--- src/design/assert_macros.svh ---
// assertion macros used by the top-level design file
`ifndef ASSERT_MACROS_SVH
`define ASSERT_MACROS_SVH

// implication checked at every rising clk edge outside reset
`define CHK_IMPL(label, ante, cons, msg) \
	label: assert property (@(posedge clk) disable iff (!arst_n) (ante) |-> (cons)) \
		else $error(msg);

// next-cycle implication checked outside reset
`define CHK_NEXT(label, ante, cons, msg) \
	label: assert property (@(posedge clk) disable iff (!arst_n) (ante) |=> (cons)) \
		else $error(msg);

`endif

--- src/design/cmbsu_pkg.sv ---
// shared types, constants and helper functions of the clipmap slot updater
package cmbsu_pkg;

	localparam int LEVELS    = 8;
	localparam int SIDE      = 6;
	localparam int SLOTS     = SIDE * SIDE;
	localparam int MEM_DEPTH = LEVELS * SLOTS;
	localparam int LVL_W     = 3;
	localparam int SLOT_W    = 6;
	localparam int ADDR_W    = 9;
	localparam int GRID_W    = 24;
	localparam int WIN_W     = 25;
	localparam int BLK_W     = 26;
	localparam int BSL_W     = 4;
	localparam int SH_W      = 5;
	localparam logic [BSL_W-1:0] BSL_RESET = 4'd5;
	localparam logic [SLOT_W-1:0] SLOT_LAST = 6'd35;
	localparam logic [SLOT_W-1:0] SCAN_END  = 6'd36;
	localparam logic REQ_INIT = 1'b0;

	typedef struct packed {
		logic load;
		logic clr;
		logic save;
		logic init_step;
		logic scan_step;
		logic pair_step;
	} cmd_t;

	typedef struct packed {
		logic is_init;
		logic grid_same;
		logic init_end;
		logic scan_end;
		logic pair_empty;
		logic pair_last;
	} stat_t;

	// row of a slot within the 6x6 window
	function automatic logic [2:0] pos_y(input logic [SLOT_W-1:0] i);
		logic [2:0] y;
		if (i >= 6'd30) y = 3'd5;
		else if (i >= 6'd24) y = 3'd4;
		else if (i >= 6'd18) y = 3'd3;
		else if (i >= 6'd12) y = 3'd2;
		else if (i >= 6'd6) y = 3'd1;
		else y = 3'd0;
		return y;
	endfunction

	// column of a slot within the 6x6 window
	function automatic logic [2:0] pos_x(input logic [SLOT_W-1:0] i);
		logic [SLOT_W-1:0] y6;
		logic [SLOT_W-1:0] t;
		y6 = ({3'b0, pos_y(i)} << 2) + ({3'b0, pos_y(i)} << 1);
		t = i - y6;
		return t[2:0];
	endfunction

	// inner 3x3 membership, offset is 1 plus grid parity
	function automatic logic inner_at(input logic [2:0] x, input logic [2:0] y,
		input logic px, input logic py);
		logic [2:0] ox;
		logic [2:0] oy;
		ox = 3'd1 + {2'b0, px};
		oy = 3'd1 + {2'b0, py};
		return (x >= ox) && (x <= ox + 3'd2) && (y >= oy) && (y <= oy + 3'd2);
	endfunction

endpackage

--- src/design/cmbsu_ctrl.sv ---
// sequencing state machine of the clipmap slot updater
module cmbsu_ctrl (
	input  logic          clk,
	input  logic          arst_n,
	input  logic          start,
	input  cmbsu_pkg::stat_t stat,
	output cmbsu_pkg::cmd_t  cmd,
	output logic          busy
);
	import cmbsu_pkg::*;

	typedef enum logic [4:0] {
		ST_IDLE = 5'b00001,
		ST_CALC = 5'b00010,
		ST_INIT = 5'b00100,
		ST_SCAN = 5'b01000,
		ST_PAIR = 5'b10000
	} state_t;

	state_t state_q, state_d;

	// next state
	always_comb begin
		state_d = state_q;
		unique case (state_q)
			ST_IDLE: if (start) state_d = ST_CALC;
			ST_CALC: begin
				if (stat.is_init) state_d = ST_INIT;
				else if (stat.grid_same) state_d = ST_IDLE;
				else state_d = ST_SCAN;
			end
			ST_INIT: if (stat.init_end) state_d = ST_IDLE;
			ST_SCAN: if (stat.scan_end) state_d = ST_PAIR;
			ST_PAIR: if (stat.pair_empty || stat.pair_last) state_d = ST_IDLE;
			default: state_d = ST_IDLE;
		endcase
	end

	always_ff @(posedge clk or negedge arst_n) begin
		if (!arst_n) state_q <= ST_IDLE;
		else state_q <= state_d;
	end

	// datapath commands
	always_comb begin
		cmd.load      = (state_q == ST_IDLE) && start;
		cmd.clr       = (state_q == ST_CALC);
		cmd.save      = (state_q == ST_CALC) && (stat.is_init || !stat.grid_same);
		cmd.init_step = (state_q == ST_INIT);
		cmd.scan_step = (state_q == ST_SCAN);
		cmd.pair_step = (state_q == ST_PAIR) && !stat.pair_empty;
	end

	assign busy = (state_q != ST_IDLE);

endmodule

--- config.mk ---
export PLATFORM = sky130hd
export DESIGN_NAME = cmbsu_ctrl
export DESIGN_NICKNAME = d
export VERILOG_FILES = /design/src/design/assert_macros.svh /design/src/design/cmbsu_pkg.sv /design/src/design/cmbsu_ctrl.sv
export SDC_FILE = /design/constraint.sdc
export NUM_CORES = 1
export LEC_CHECK = 0
export ABC_CLOCK_PERIOD_IN_PS = 1800
export BUFFER_PORTS_ARGS = -buffer_cell sky130_fd_sc_hd__buf_4
export CAP_MARGIN = 20
export CORE_AREA = 2 2 39 41
export CTS_BUF_LIST = sky130_fd_sc_hd__clkbuf_16
export DETAILED_ROUTE_END_ITERATION = 7
export DIE_AREA = 0 0 41 43
export PLACE_DENSITY = 0.47
export SYNTH_ARGS = -nofsm -noshare
export SYNTH_HDL_FRONTEND = slang
export SYNTH_SLANG_ARGS = --single-unit
--- constraint.sdc ---
create_clock -name clk -period 1.8 [get_ports clk]
set_clock_uncertainty 0.05 [all_clocks]
set_input_delay 0.36 -clock clk [delete_from_list [all_inputs] [get_ports clk]]
set_output_delay 0.36 -clock clk [all_outputs]
set_load 0.03 [all_outputs]
==> run metrics <==
status=finished with violations; violated checks=setup timing; flop2flop setup slack=0.31 ns; CP Class=reg -> out; Switching Power=302 uW; GPL Wtd Cong=approximately 0.76; max incr delay on CP=roughly 0.45 ns; sequential share of power=between 15 and 20%; maxcap violations=0; Top delay family on crit path=simple AND/OR/NAND/NOR gates; Worst EP required=1.39 ns; Worst-Skew Late Latency=0.23 ns; share of cells above drive strength 1=67.9%; Buf/Inv on CP=1; power consumption=899 uW; Hold Violations, Final=0; worst hold path type=in -> reg; Wirelength per Cell=13.2 um; DP Area=~460 sq um; DRC viols=0; die span in x=41 um; CTS clk-pin slew, worst paths=0.03 ns; fin nets=63; power per cell area=1450 nW/um^2; Final period util=105%; Rows=14; Detailed Route WL=911 um; critical-path maximum fanout=4; Pint=597 uW; post-DR vias/cell=4.51; Iteration-0 DRC Markers=6; number of global-route vias before repair=315; CTS tree=yes; Hold Startpoint=stat[2]; area of the core=1380 sq um; Post-Place Cells=61; Root Buffer=clkbuf_16; clock share of power=40.1%; RR Endpoint=state_q[3]; Cell variety after synth=20; worst reg2reg startpoint=state_q[2]; worst slew pin tran=about 0.31 ns; fin. max-slew vios=0; syn_nets=36; Sw Ratio=33.6%; Ys Warns=0; Comb power frac=41.4%; count of input and output buffers=15; GRT Residual Overflow=0; DRT antenna net count=0; register area share after synthesis=44.1%; final core occ=roughly 45%; DPL Wire Length=between 600 and 700 um; Worst setup startpoint=state_q[2]; Ports=16; design area=621 sq um; Longest Clk Path Bufs=2; Setup crit start kind=register; First-pass DRT Iterations=4; fin cells=a little under 70; Die H=43 um; die area=1760 sq um; f_max=0.531 GHz; largest register by flop count=state_q; Mapped Area=287 sq um; fin worst setup slack=-0.0830 ns; CTS H-tree depth=1; Slew headroom=between 70% and 80%; RSZ-0062 raised after global routing=true; P_leak=0.000278 uW; Finish-stage setup viols=4; Hold Path End=state_q[4]; Yosys reg bits=5; Worst Setup End Kind=output port; r2r worst-path depth=4; Initial Utilization=20.7%; Clock Sinks=5; via count of the routed design=between 300 and 400; Crit-path slowest cell=or3_4; hold path depth=2; CP arrival=1.47 ns; number of antenna violations at the first check in global routing=0; TNS Setup=-0.184 ns; biggest regs=state_q x5; VDD IR max=~650 uV; minimum clock period=1.88 ns; CTS Buf Count=3; largest net degree at the start of global routing=7; Gate Count Post-Synth=27; worst path cell trace=or3_4, nor3b_4, buf_6; first-pass GRT wire length=around 1.3 mm; antenna cells=0; Post-Syn Area per Cell=10.6 sq um; GRT Overall Usage=12.2%; max FFs per register=5; area grow syn2layout=117%
-- metrics by stage --
stage               hold WS [ns]  setup WS [ns]
finish                     0.313        -0.0830
detailed placement         0.116         0.0878
floorplan                 0.0144        -0.0867
global route               0.317         -0.126
CTS                        0.313        -0.0713
global placement           0.115          0.108
-- routing by layer --
layer	up-vias	share of wire, %	track usage, %	wire length [um]
met5	-	0	0	0
met1	142	41	14.2	370
met3	2	7.5	6.28	68
li1	155	-	-	-
met2	12	49	15.9	450
met4	0	2.3	10.0	21
-- layout make-up --
cell class | count | area, sq um
tap | 16 | 20.0
inverter | 1 | 3.75
clock inverter | 1 | 3.75
timing repair buffer | 22 | 183
sequential | 5 | 129
multi-input combinational | 21 | 206
fill | 133 | 763
clock buffer | 3 | 75.1
-- how the worst max path moves through the flow --
stage	cells past startpoint	slack, ns	endpoint
after detailed placement	3	0.09	cmd[0]
after CTS	3	-0.07	cmd[1]
after floorplan	2	-0.09	cmd[0]
final	3	-0.08	cmd[1]
after global routing	3	-0.13	cmd[5]
after global placement	3	0.11	cmd[3]
-- synth_stat cells --
library cell	instances	area share (%)
a21oi_1	1	1.7
nand2_1	1	1.3
o2bb2ai_1	2	6.1
nor4_1	2	4.4
or3_1	1	2.2
inv_1	1	1.3
or4b_1	1	3.5
nor4b_1	1	3.1
and3_1	2	4.4
dfrtp_1	4	35
nor3b_4	1	6.6
nor2b_1	1	2.2
or3_4	1	3.9
nor3_1	1	1.7
or3b_2	1	3.1
dfstp_2	1	9.2
nor3b_1	1	2.6
nor2_1	2	2.6
a22o_1	1	3.1
nand2b_1	1	2.2
-- cells in the final DEF, fill, tap and decap left out, drive strengths merged --
cell type,synthesis,routed
nand2b,1,1
nor4,2,2
nor2b,1,1
dfrtp,4,4
or4b,1,1
o2bb2ai,2,2
nand2,1,1
dlygate4sd3,0,1
inv,1,2
or3b,1,1
dfstp,1,1
nor4b,1,1
or3,2,2
buf,0,21
and3,2,2
nor2,2,2
a22o,1,1
a21oi,1,1
nor3,1,1
nor3b,2,2
clkbuf,0,3
-- power by group through the flow --
| stage | logic [uW] | registers (uW) | clock network [uW] |
|---|---|---|---|
| after detailed placement | 294 | 166 | 0 |
| after global routing | 396 | 168 | 377 |
| after global placement | 292 | 166 | 0 |
| after floorplan | 179 | 168 | 0 |
| final | 372 | 167 | 361 |
| after CTS | 345 | 169 | 368 |
-- cell families after synthesis --
family                 synth area share, %
AOI/OAI and AO/OA                     10.9
buffers and inverters                 1.31
and+or+nand+nor                       43.7
DFF                                   44.1
-- what timing repair did --
action / in CTS / in global routing
resized for setup: 9 / 3
buffers inserted: 2 / 1
endpoints found under the hold margin: 4 / 0
endpoints found under the setup margin: 7 / 6
hold buffers: 1 / 0
pin swaps: 3 / 3
No activity file was read; power rests on OpenSTA's default activity.
